### config.mk
export PLATFORM = sky130hd
export DESIGN_NAME = simd_vector_integer_alu
export DESIGN_NICKNAME = d
export VERILOG_FILES = /design/src/hw/rtl/svia_pkg.sv /design/src/hw/rtl/simd_vector_integer_alu.sv /design/src/hw/rtl/svia_lane.sv /design/src/hw/rtl/svia_merge.sv
export SDC_FILE = /design/constraint.sdc
export NUM_CORES = 1
export LEC_CHECK = 0
export ABC_AREA = 0
export BUFFER_PORTS_ARGS = -buffer_cell sky130_fd_sc_hd__buf_2
export CAP_MARGIN = 20
export CORE_ASPECT_RATIO = 1.75
export CORE_MARGIN = 1.5
export CORE_UTILIZATION = 45
export DETAILED_ROUTE_END_ITERATION = 8
export GPL_ROUTABILITY_DRIVEN = 1
export HOLD_SLACK_MARGIN = 0.06
export PLACE_DENSITY = 0.66
export SYNTH_ARGS = -nofsm -noshare
export SYNTH_HDL_FRONTEND = slang
export SYNTH_SLANG_ARGS = --single-unit
export TNS_END_PERCENT = 10
### constraint.sdc
create_clock -name aclk -period 6 [get_ports aclk]
set_clock_uncertainty 0.2 [all_clocks]
set_input_delay 1.2 -clock aclk [delete_from_list [all_inputs] [get_ports aclk]]
set_output_delay 1.2 -clock aclk [all_outputs]
set_load 0.03 [all_outputs]
### src/hw/rtl/svia_pkg.sv
// ============================================================================
// svia_pkg: shared types and constants of the SIMD vector integer ALU
// Operation codes, vector and lane geometry.
// ============================================================================
package svia_pkg;

    localparam int VEC_W     = 128;
    localparam int LANE_W    = 32;
    localparam int NUM_LANES = VEC_W / LANE_W;
    localparam int KIND_W    = 3;

    typedef enum logic [KIND_W-1:0] {
        OP_ADDS_W = 3'd0,   // signed saturating word add
        OP_SUB_B  = 3'd1,   // modular byte subtract
        OP_AVG_H  = 3'd2,   // signed rounded halfword average
        OP_EQ_H   = 3'd3,   // halfword equality mask
        OP_SHL_B  = 3'd4    // byte shift left
    } op_kind_t;

    localparam logic [LANE_W-1:0] WORD_MAX = 32'h7fff_ffff;
    localparam logic [LANE_W-1:0] WORD_MIN = 32'h8000_0000;
    localparam logic [15:0]       HALF_ONES = 16'hffff;
    localparam logic [2:0]        SHIFT_MASK = 3'h7;

endpackage

### src/hw/rtl/simd_vector_integer_alu.sv
// ============================================================================
// simd_vector_integer_alu: 128-bit SIMD integer vector ALU
// Four 32-bit lanes run the selected operation side by side; a merge stage
// registers the joined 128-bit result.
// ============================================================================
//
//  channel | ports                         | payload
//  --------+-------------------------------+----------------------------------
//  input   | s_tvalid s_tready s_tdata     | tdata: a_lo a_hi b_lo b_hi
//          | s_tuser                       | tuser: kind
//  result  | m_tvalid m_tready m_tdata     | tdata: r_lo r_hi
//
//  One item per cycle sustained while results are taken; each result is held
//  in the single output register and appears in the cycle after acceptance.
//  s_tready is high whenever the output register is empty or being taken,
//  so a stall on the result side holds the input until the result is taken;
//  the block stores at most one item.
//  aresetn is synchronous, active low, and clears only the valid flag.
//  Undefined kinds (5..7) return an all-zero vector.
//
module simd_vector_integer_alu (
    input  logic          aclk,
    input  logic          aresetn,

    input  logic          s_tvalid,
    output logic          s_tready,
    input  logic [255:0]  s_tdata,     // a_lo[63:0], a_hi, b_lo, b_hi[255:192]
    input  logic [2:0]    s_tuser,     // kind[2:0]

    output logic          m_tvalid,
    input  logic          m_tready,
    output logic [127:0]  m_tdata      // r_lo[63:0], r_hi[127:64]
);

    logic [svia_pkg::VEC_W-1:0]  vec_a;
    logic [svia_pkg::VEC_W-1:0]  vec_b;
    svia_pkg::op_kind_t          kind;
    logic [svia_pkg::NUM_LANES-1:0][svia_pkg::LANE_W-1:0] lane_r;
    logic                        load;

    // operand a is the low half of tdata, operand b the high half
    assign vec_a = s_tdata[svia_pkg::VEC_W-1:0];
    assign vec_b = s_tdata[2*svia_pkg::VEC_W-1:svia_pkg::VEC_W];
    assign kind  = svia_pkg::op_kind_t'(s_tuser);

    // take a new item when the output register is free or draining
    assign s_tready = !m_tvalid || m_tready;
    assign load     = s_tvalid && s_tready;

    // one lane per 32-bit slice; narrower elements stay inside their slice
    for (genvar g = 0; g < svia_pkg::NUM_LANES; g++) begin : g_lane
        svia_lane u_lane (
            .kind (kind),
            .a    (vec_a[g*svia_pkg::LANE_W +: svia_pkg::LANE_W]),
            .b    (vec_b[g*svia_pkg::LANE_W +: svia_pkg::LANE_W]),
            .r    (lane_r[g])
        );
    end

    // join lanes and hold the result until the sink takes it
    svia_merge u_merge (
        .aclk      (aclk),
        .aresetn   (aresetn),
        .lane_r    (lane_r),
        .load      (load),
        .out_ready (m_tready),
        .out_valid (m_tvalid),
        .out_data  (m_tdata)
    );

`ifndef SYNTHESIS
    // an accepted item always produces a result in the next cycle
    a_accept_to_valid: assert property (@(posedge aclk) disable iff (!aresetn)
        (s_tvalid && s_tready) |=> m_tvalid)
        else $error("accepted item produced no result");

    // a stalled result blocks the input side
    a_stall_blocks: assert property (@(posedge aclk) disable iff (!aresetn)
        (m_tvalid && !m_tready) |-> !s_tready)
        else $error("input accepted while result stalled");

    // undefined kinds yield an all-zero vector
    a_bad_kind_zero: assert property (@(posedge aclk) disable iff (!aresetn)
        (s_tvalid && s_tready && s_tuser[2] && (s_tuser[1:0] != 2'b00))
        |=> (m_tdata == '0))
        else $error("undefined kind gave nonzero result");
`endif

endmodule

### src/hw/rtl/svia_lane.sv
// ============================================================================
// svia_lane: one 32-bit slice of the vector datapath
// Computes the selected operation on one word, two halfwords or four bytes.
// ============================================================================
module svia_lane (
    input  svia_pkg::op_kind_t               kind,
    input  logic [svia_pkg::LANE_W-1:0]      a,
    input  logic [svia_pkg::LANE_W-1:0]      b,
    output logic [svia_pkg::LANE_W-1:0]      r
);

    logic [svia_pkg::LANE_W:0]   word_sum;
    logic [svia_pkg::LANE_W-1:0] word_sat;
    logic [svia_pkg::LANE_W-1:0] byte_sub;
    logic [svia_pkg::LANE_W-1:0] byte_shl;
    logic [svia_pkg::LANE_W-1:0] half_avg;
    logic [svia_pkg::LANE_W-1:0] half_eq;
    logic [16:0]                 avg_sum [2];

    // widen by one bit, clamp on sign disagreement
    assign word_sum = {a[31], a} + {b[31], b};
    assign word_sat = (word_sum[32] != word_sum[31])
                    ? (word_sum[32] ? svia_pkg::WORD_MIN : svia_pkg::WORD_MAX)
                    : word_sum[31:0];

    always_comb begin
        for (int i = 0; i < 4; i++) begin
            byte_sub[i*8 +: 8] = a[i*8 +: 8] - b[i*8 +: 8];
            byte_shl[i*8 +: 8] = a[i*8 +: 8] << (b[i*8 +: 3] & svia_pkg::SHIFT_MASK);
        end
        for (int j = 0; j < 2; j++) begin
            avg_sum[j] = {a[j*16+15], a[j*16 +: 16]} + {b[j*16+15], b[j*16 +: 16]}
                       + 17'd1;
            half_avg[j*16 +: 16] = avg_sum[j][16:1];
            half_eq[j*16 +: 16]  = (a[j*16 +: 16] == b[j*16 +: 16])
                                 ? svia_pkg::HALF_ONES : 16'h0000;
        end
    end

    always_comb begin
        case (kind)
            svia_pkg::OP_ADDS_W: r = word_sat;
            svia_pkg::OP_SUB_B:  r = byte_sub;
            svia_pkg::OP_AVG_H:  r = half_avg;
            svia_pkg::OP_EQ_H:   r = half_eq;
            svia_pkg::OP_SHL_B:  r = byte_shl;
            default:             r = '0;
        endcase
    end

endmodule

### src/hw/rtl/svia_merge.sv
// ============================================================================
// svia_merge: lane merge and output register
// Joins the lane slices into one result vector and holds it until taken.
// ============================================================================
module svia_merge (
    input  logic                                          aclk,
    input  logic                                          aresetn,
    input  logic [svia_pkg::NUM_LANES-1:0][svia_pkg::LANE_W-1:0] lane_r,
    input  logic                                          load,
    input  logic                                          out_ready,
    output logic                                          out_valid,
    output logic [svia_pkg::VEC_W-1:0]                    out_data
);

    logic                         valid_reg;
    logic                         valid_next;
    logic [svia_pkg::VEC_W-1:0]   data_reg;

    always_comb begin
        valid_next = valid_reg;
        if (load) begin
            valid_next = 1'b1;
        end else if (out_ready) begin
            valid_next = 1'b0;
        end
    end

    always_ff @(posedge aclk) begin
        if (!aresetn) begin
            valid_reg <= 1'b0;
        end else begin
            valid_reg <= valid_next;
        end
    end

    // lane i lands on bits [32i+31:32i]
    always_ff @(posedge aclk) begin
        if (load) begin
            data_reg <= lane_r;
        end
    end

    assign out_valid = valid_reg;
    assign out_data  = data_reg;

endmodule

* After elaboration in Yosys (flattened, before gate mapping) *
Cells that the tools add are included.

cells by class
  $add $sub $neg = 36
  equal/unequal tests = 16
  shifts and indexed selects = 16
  multiplexer cells = 22
  reduce and logical (&&, ||, !) cells = 5

operators with widths
  kind                                                                    count
  32-bit case mux with 5 select lines                                     4
  32-bit two-way mux                                                      8
  16-bit by 16-bit adder with 17-bit output                               8
  17-bit by 1-bit adder with 17-bit output (second input constant)        8
  32-bit by 32-bit adder with 33-bit output                               4
  16-bit equality test                                                    8
  16-bit two-way mux                                                      8
  8-bit by 3-bit << shifter with 8-bit output                             16
  8-bit subtractor                                                        16
  3-bit by 2-bit equality test with 1-bit output (second input constant)  2
  1-bit != test                                                           4
  3-bit by 1-bit equality test with 1-bit output (second input constant)  1
  3-bit equality test (second input constant)                             1
  3-bit zero test                                                         1
  1-bit two-way mux                                                       2
  2-bit nonzero test                                                      1
  1-bit logical AND                                                       1
  1-bit zero test                                                         1
  1-bit logical OR                                                        1

word-level totals
  bits in registers = 129
  input bits = 263
  output and inout bits = 130
  logic and storage cells = 97

* Longest topological paths before layout *
Gate-level depths: netlist (run 1).

  depth in word-level cells = 4
  depth in mapped cells = 18
  depth with buffers taken out = 16

* Hierarchy *
Synthesis (run 1) repeated with hierarchy kept, for this count alone.

second synthesis, totals
  cells, all modules = 3380
  area total of the unflattened synthesis = 26497.9 µm²

modules (own cells, without submodules)
  module                         instances  cells an instance  area each (µm²)  seq. area each (µm²)
  svia_lane at g_lane[3].u_lane  1          827                5851.9           0.0
  svia_lane at g_lane[2].u_lane  1          827                5801.8           0.0
  svia_lane at g_lane[1].u_lane  1          816                5482.8           0.0
  svia_lane at g_lane[0].u_lane  1          777                5454.0           0.0
  svia_merge                     1          131                3885.0           3863.7
  simd_vector_integer_alu        1          2                  22.5             0.0

* Least setup slack after synthesis (run 1) *
No wires, ideal clock.

  path kind = input to register
  from = in s_tdata[169]
  to = reg u_merge.data_reg (netlist bit u_merge.out_data[55]), data pin
  library setup time = 0.158 ns
  arrival time = 4.935 ns
  required time = 5.642 ns
  slack = 0.707 ns
  cell stages on the path = 17
  buffers on the path = 3
  cells stage by stage = buf_1 inv_1 ha_1 clkbuf_1 nor2_1 and3_1 nand2_1 a211o_1 a31oi_1 a21oi_1 o41ai_1 xnor2_1 ha_1 a21oi_1 clkbuf_1 o21ai_0 o211ai_1

between the ends
  cells in the longest elaborated chain, start to end = 4
  elaborated cells between the ends (all ways) = 5
  classes of those cells = add/sub: 1; eq/ne: 1; mux: 3

ends and longest elaborated chain
  what                                                        RTL line                          RTL
  from (decl)                                                 simd_vector_integer_alu.sv:27     input logic [255:0] s_tdata,
  32-bit by 32-bit adder with 33-bit output (*)               svia_lane.sv:21                   assign word_sum = {a[31], a} + {b[31], b};
  32-bit two-way mux / 1-bit != test (equally long branches)  svia_lane.sv:23, svia_lane.sv:22
  32-bit two-way mux (*)                                      svia_lane.sv:23                   ? (word_sum[32] ? svia_pkg::WORD_MIN : svia_pkg::WORD_MAX)
  32-bit case mux with 5 select lines (*)                     svia_lane.sv:41                   case (kind)
  named net g_lane[1].u_lane.r (one bit)                      svia_lane.sv:9                    output logic [svia_pkg::LANE_W-1:0] r
  to (signal assigned)                                        svia_merge.sv:39                  data_reg <= lane_r;
  to (decl)                                                   svia_merge.sv:17                  logic [svia_pkg::VEC_W-1:0] data_reg;

The timed path passes the listed nets; every way through them passes the cells marked *.
A chain may end at the register's enable or synchronous reset.

* Worst setup path after layout (run 1) *
  from = in s_tdata[196]
  to = reg u_merge.data_reg (netlist bit u_merge.out_data[78]), data pin

between the ends
  cells in the longest elaborated chain, start to end = 4
  elaborated cells between the ends (all ways) = 9
  classes of those cells = add/sub: 3; eq/ne: 2; mux: 4

ends and longest elaborated chain
  what                                                                               RTL line
  branches (longest 3 deep; another with 16-bit by 16-bit adder with 17-bit output)  -
  32-bit case mux with 5 select lines (*)                                            svia_lane.sv:41
  named net g_lane[2].u_lane.r (one bit)                                             svia_lane.sv:9

Mark *: on every way through the listed nets, which the timed path passes.

==> impl_results.md, run 1 <==
* Slew margin rel. at 0.268
* Post-route ant nets at 0
* Seq/Total Area, Yosys at 0.152
* Gr usage total at 0.335
* Cell count after synthesis at about 3400
* Number of global-route vias before repair at between 20000 and 30000
* Die X-Extent at 183 um
* Slew Viols, Final at 0
* CP max stage delay at 0.80 ns
* CTS tree: yes
* Final Hold Slack at 0.345 ns
* Tot Pwr at approximately 0.0052 W
* Peak VDD IR at 0.210 mV
* Dpl cell area at about 28000 sq um
* Clock sinks at 129
* CTS Root Cell: clkbuf_16
* Primary FF master, synth: edfxtp_1
* Post-CTS Repair Setup Buffers at 0
* Antenna violations before repair at 17
* Syn-to-layout area delta at 12.1%
* Data required, critical path at about 6.1 ns
* Max-Cap Viols at 0
* HPWL after detailed placement at 78200 um
* Outcome: complete, no violations
* Hold buffers post-CTS at 0
* Rows at 115
* Post-synth net total at 3948
* CP Launch Type: input pin
* Setup_tns at 0 ns
* #FFs+latches synth at 129
* CP max FO at 19
* Design area at 28600 sq um
* Synth Area per Inst at ~7.5 sq um
* Initial Utilization at 0.454
* Worst-Margin Slew at 1.10 ns
* Synth cell types at 94
* Post-CTS resize count at 0
* Fillcell total at 5684
* Minimum clock period after layout at about 5.3 ns
* Crit path kind: input pin to flip-flop
* Vias at 27300
* DR WL/cell at ~23 um
* Area of the multi-input gates at 19800 sq um
* PD cells at 183 nW/um^2
* Worst-Skew Late Latency at 0.46 ns
* Final WL at 99900 um
* Largest net degree at the start of global routing at 79
* Most common cell after layout, fill and taps aside: buf_2
* Sequential Area at 3860 sq um
* Post-synthesis async set-or-reset flop share at 0
* RSZ-0062 raised after global routing: false
* Vias per cell at approximately 6.3
* Worst Path Arrival at around 5.4 ns
* Tcrit/Tclk final at 0.882
* Fin nets at 4204
* Final setup violation count at 0
* Drt drc at 0
* Final Hold Fails at 0
* Worst setup EP type: flip-flop
* H-Tree Depth at 4
* CP max stage cell: xnor2_2
* Yosys warning total at 0
* Share of cells above drive strength 1 at 0.156
* Core area at about 56000 sq um
* Most frequent cells in the layout: 392 x buf_2, 363 x a21oi_1, 283 x nor2_1, 282 x inv_1, 266 x ha_1
* I/O Pins at 393
* Port-buffer cells at 392
* DR iter-0 viols at a little under 2000
* Hold crit path type: flip-flop to flip-flop
* GP Congestion at 1.06
* CP Cell Sequence: buf_2 > inv_1 > ha_1 > nor4b_1 > o311ai_0 > a31oi_1 > a311oi_1 > buf_4 > o31ai_1 > a21oi_1 > xnor2_2 > buf_4 > o21ai_0 > o211ai_1
* Lkg Pwr at 12.5 nW
* Chip height at 318 um
* F_max at 189 MHz
* Clock Path Buffers at 2
* Number of synthesized flops with an enable pin at 128
* Cts bufs inserted at 17
* Total gr overflow at 0
* Post-Place Worst Slack at 0.403 ns
* First drt pass iteration count at 6
* First-pass GRT wire length at 152000 um
* Die area at 58100 sq um
* Critical Path Most Common Cell: buf_4
* Final worst slack at between 0.7 and 0.8 ns
* Mapped cell area at roughly 25000 sq um
* Clk pin slew, worst setup/hold paths at 0.07 ns
==> flip-flops by register name (all words and copies together), names as in the netlist <==
signal,count
u_merge.out_valid,1
u_merge.out_data,128
==> per-layer routing <==
metal  global-route usage  part of all wire  wire, um
met5                    0            0.0017       168
met3               0.0645             0.073      7290
met2                0.605              0.50     50000
met4                0.228             0.071      7070
met1                0.346              0.35     35300
==> cell families after synthesis <==
family,Yosys count,share of synthesized area
simple gates,867,0.165
xor+xnor,306,0.105
mux,133,0.0583
compound gates,1164,0.291
buf+inv,497,0.0759
flops,129,0.152
fa+ha+maj,295,0.153
==> critical path, delay by kind of cell <==
kind | cells | cell delay [ns]
compound gates | 7 | 1.65
fa+ha+maj | 1 | 0.37
xor+xnor | 1 | 0.80
buf+inv | 4 | 0.68
simple gates | 1 | 0.66
==> through the flow <==
step,std cells,utilization
after floorplan,3391,-
after global placement,4330,0.498
after detailed placement,4330,0.498
after CTS,4361,0.509
after global routing,4362,0.509
final,4370,0.509
==> cell type report <==
type / count / share of cell area
multi-input combinational: 2765 / 0.691
sequential: 129 / 0.135
timing repair buffer: 445 / 0.0834
inverter: 289 / 0.0379
tap: 702 / 0.0307
clock buffer: 17 / 0.0149
clock inverter: 14 / 0.00578
antenna: 9 / 0.000788
==> power breakdown <==
part / leakage [nW] / internal, W / switching [W]
clock network: 0.271 / 0.000650 / 0.000505
logic: 10.9 / 0.00106 / 0.00185
registers: 1.29 / 0.00113 / 0.0000538
==> cells in the mapped netlist, types with 17 or more instances <==
cell      instances  area share
a211oi_1         93       0.027
a21o_1           47       0.014
a21oi_1         363       0.071
a221o_1          17      0.0067
a31oi_1          27      0.0066
buf_2            23      0.0045
clkbuf_1        162       0.024
edfxtp_1        128        0.15
fa_1             28       0.022
ha_1            266        0.13
inv_1           282       0.042
mux2_2           35       0.015
mux2i_1          89       0.035
nand2_1         190       0.028
nand2b_1         33      0.0081
nand3_1          57       0.011
nand4_1          26      0.0064
nor2_1          283       0.042
nor2b_1          77       0.019
nor3_1           68       0.013
nor4_1           27      0.0066
o211ai_1         66       0.019
o21ai_0         261       0.051
o21bai_1         69       0.020
o221ai_1         19      0.0065
o31ai_1          41       0.012
xnor2_1         243       0.083
xor2_1           62       0.021
==> final timing paths <==
kind                           from                    to  slack [ns]  cells after the start
hold reg to reg   u_merge.out_valid     u_merge.out_valid        0.34                      2
hold / removal    u_merge.out_valid     u_merge.out_valid        0.34                      2
setup reg to reg  u_merge.out_valid  u_merge.out_data[11]        3.70                      3
setup / recovery       s_tdata[196]  u_merge.out_data[78]        0.71                     14
(Power assumes the default switching activity.)
==> run 2: changes to the inputs <==
- clock period: 6 -> 6.59 ns (I/O delays scaled with it)
==> impl_results.md, run 2 (synthesis gave the netlist of run 1 again) <==
* Lkg Pwr at around 12 nW
* First drt pass iteration count at 6
* Largest register FFs at 128
* Post-CTS resize count at 0
* CP max FO at 19
* Data required, critical path at 6.69 ns
* Fin nets at 4186
* Gr usage total at 0.339
* Die area at 58100 sq um
* Clock sinks at 129
* Worst-Margin Slew at 1.13 ns
* Share of cells above drive strength 1 at 0.153
* Slew margin rel. at 0.229
* Final WL at slightly above 100000 um
* GP Congestion at 1.01
* DR iter-0 viols at 1842
* Hold crit path type: flip-flop to flip-flop
* Vias at 27300
* Cts bufs inserted at 17
* CP Launch Type: input pin
* Worst Path Arrival at 5.77 ns
* Initial Utilization at 0.454
* Max-Cap Viols at 0
* Post-CTS Repair Setup Buffers at 0
* Rows at 115
* Minimum clock period after layout at around 5.7 ns
* F_max at 176 MHz
* Worst setup EP type: flip-flop
* Most common cell after layout, fill and taps aside: buf_2
* Drt drc at 0
* Antenna violations before repair at 18
* Area of the multi-input gates at 19800 sq um
* Slew Viols, Final at 0
* Clock Path Buffers at 2
* First-pass GRT wire length at approximately 150000 um
* Worst-Skew Late Latency at ~0.47 ns
* Post-Place Worst Slack at 0.508 ns
* Post-route ant nets at 0
* RSZ-0062 raised after global routing: false
* CTS tree: yes
* Met1 Track Usage GR at 0.354
* Busiest grt layer: met2
* Port-buffer cells at around 390
* Peak VDD IR at 0.182 mV
* Number of global-route vias before repair at 27600
* Vias per cell at 6.27
* Sequential Area at ~3900 sq um
* I/O Pins at 393
* Final setup violation count at 0
* Total gr overflow at 0
* Die X-Extent at 183 um
* H-Tree Depth at 4
* Largest net degree at the start of global routing at 80
* Outcome: complete, no violations
* Most frequent cells in the layout: 392 x buf_2, 363 x a21oi_1, 283 x nor2_1, 282 x inv_1, 266 x ha_1
* PD cells at 167 nW/um^2
* M3 GR Usage at 0.0527
* Clk pin slew, worst setup/hold paths at 0.07 ns
* Fillcell total at 5770
* Core area at approximately 56000 sq um
* Met2 usage at 0.613
* Final worst slack at approximately 0.9 ns
* Final Hold Fails at 0
* Setup_tns at 0 ns
* Chip height at ~320 um
* DR WL/cell at 23.1 um
* Hold buffers post-CTS at 0
* CTS Root Cell: clkbuf_16
* Tcrit/Tclk final at 0.861
* Crit path kind: input pin to flip-flop
* Syn-to-layout area delta at 11.6%
* HPWL after detailed placement at 78900 um
## run 2: cell types whose count changed in the layout (fill, tap and decap cells not counted)
cell / change
buf_12: -1
buf_4: -18
clkbuf_4: +1
clkinv_1: -1
clkinv_2: +2
clkinv_4: +3
clkinvlp_4: -3
diode_2: -1
inv_6: -1
nor4_1: -1
nor4_2: +1
## run 2: where the power goes
| group | internal, W | switching, W | leakage, nW |
|---|---|---|---|
| Combinational | 0.000949 | 0.00168 | 10.8 |
| Sequential | 0.00103 | 0.0000440 | 1.29 |
| Clock | 0.000592 | 0.000457 | 0.284 |
| Total | 0.00257 | 0.00219 | 12.4 |
## run 2: worst paths after layout
check                          to  cells after the start              start  slack (ns)
min reg2reg     u_merge.out_valid                      2  u_merge.out_valid        0.35
max reg2reg  u_merge.out_data[33]                      3  u_merge.out_valid        4.22
min             u_merge.out_valid                      2  u_merge.out_valid        0.35
max          u_merge.out_data[50]                     16       s_tdata[169]        0.92
## run 2: cell type report
class / count / area share
Antenna cell: 8 / 0.000704
Clock buffer: 17 / 0.0150
Clock inverter: 14 / 0.00585
Inverter: 289 / 0.0381
Multi-Input combinational cell: 2765 / 0.695
Sequential cell: 129 / 0.136
Tap cell: 702 / 0.0309
Timing Repair Buffer: 427 / 0.0787
## run 2: stage by stage
| step | utilization | instances | cell area (sq um) | hold WS, ns | total power, W |
|---|---|---|---|---|---|
| after global routing | 0.507 | 4347 | 28400 | 0.409 | 0.00499 |
| final | 0.507 | 4351 | 28400 | 0.346 | 0.00475 |
| after CTS | 0.506 | 4342 | 28400 | 0.351 | 0.00471 |
| after detailed placement | 0.496 | 4311 | 27800 | 0.342 | 0.00366 |
| after floorplan | - | 3391 | 25500 | 0.685 | 0.00289 |
| after global placement | 0.496 | 4311 | 27800 | 0.347 | 0.00366 |
## run 2: worst max-delay path, stage by stage
cell and delay [ns]:
buf_2 0.25, inv_1 0.13, ha_1 0.42, nor2_1 0.23, and3_1 0.22, nand2_1 0.09
a211o_1 0.32, a31oi_1 0.67, a21oi_1 0.21, o41ai_1 0.44, xnor2_1 0.20, ha_1 0.27
a21oi_1 0.38, buf_4 0.34, o21ai_0 0.16, o211ai_1 0.11
## run 2: routing by layer
layer  vias up  wire length [um]
met2      1286             50700
met3       437              6400
met1     12800             36000
met4        22              7430
li1      12700                 -
met5         -               128
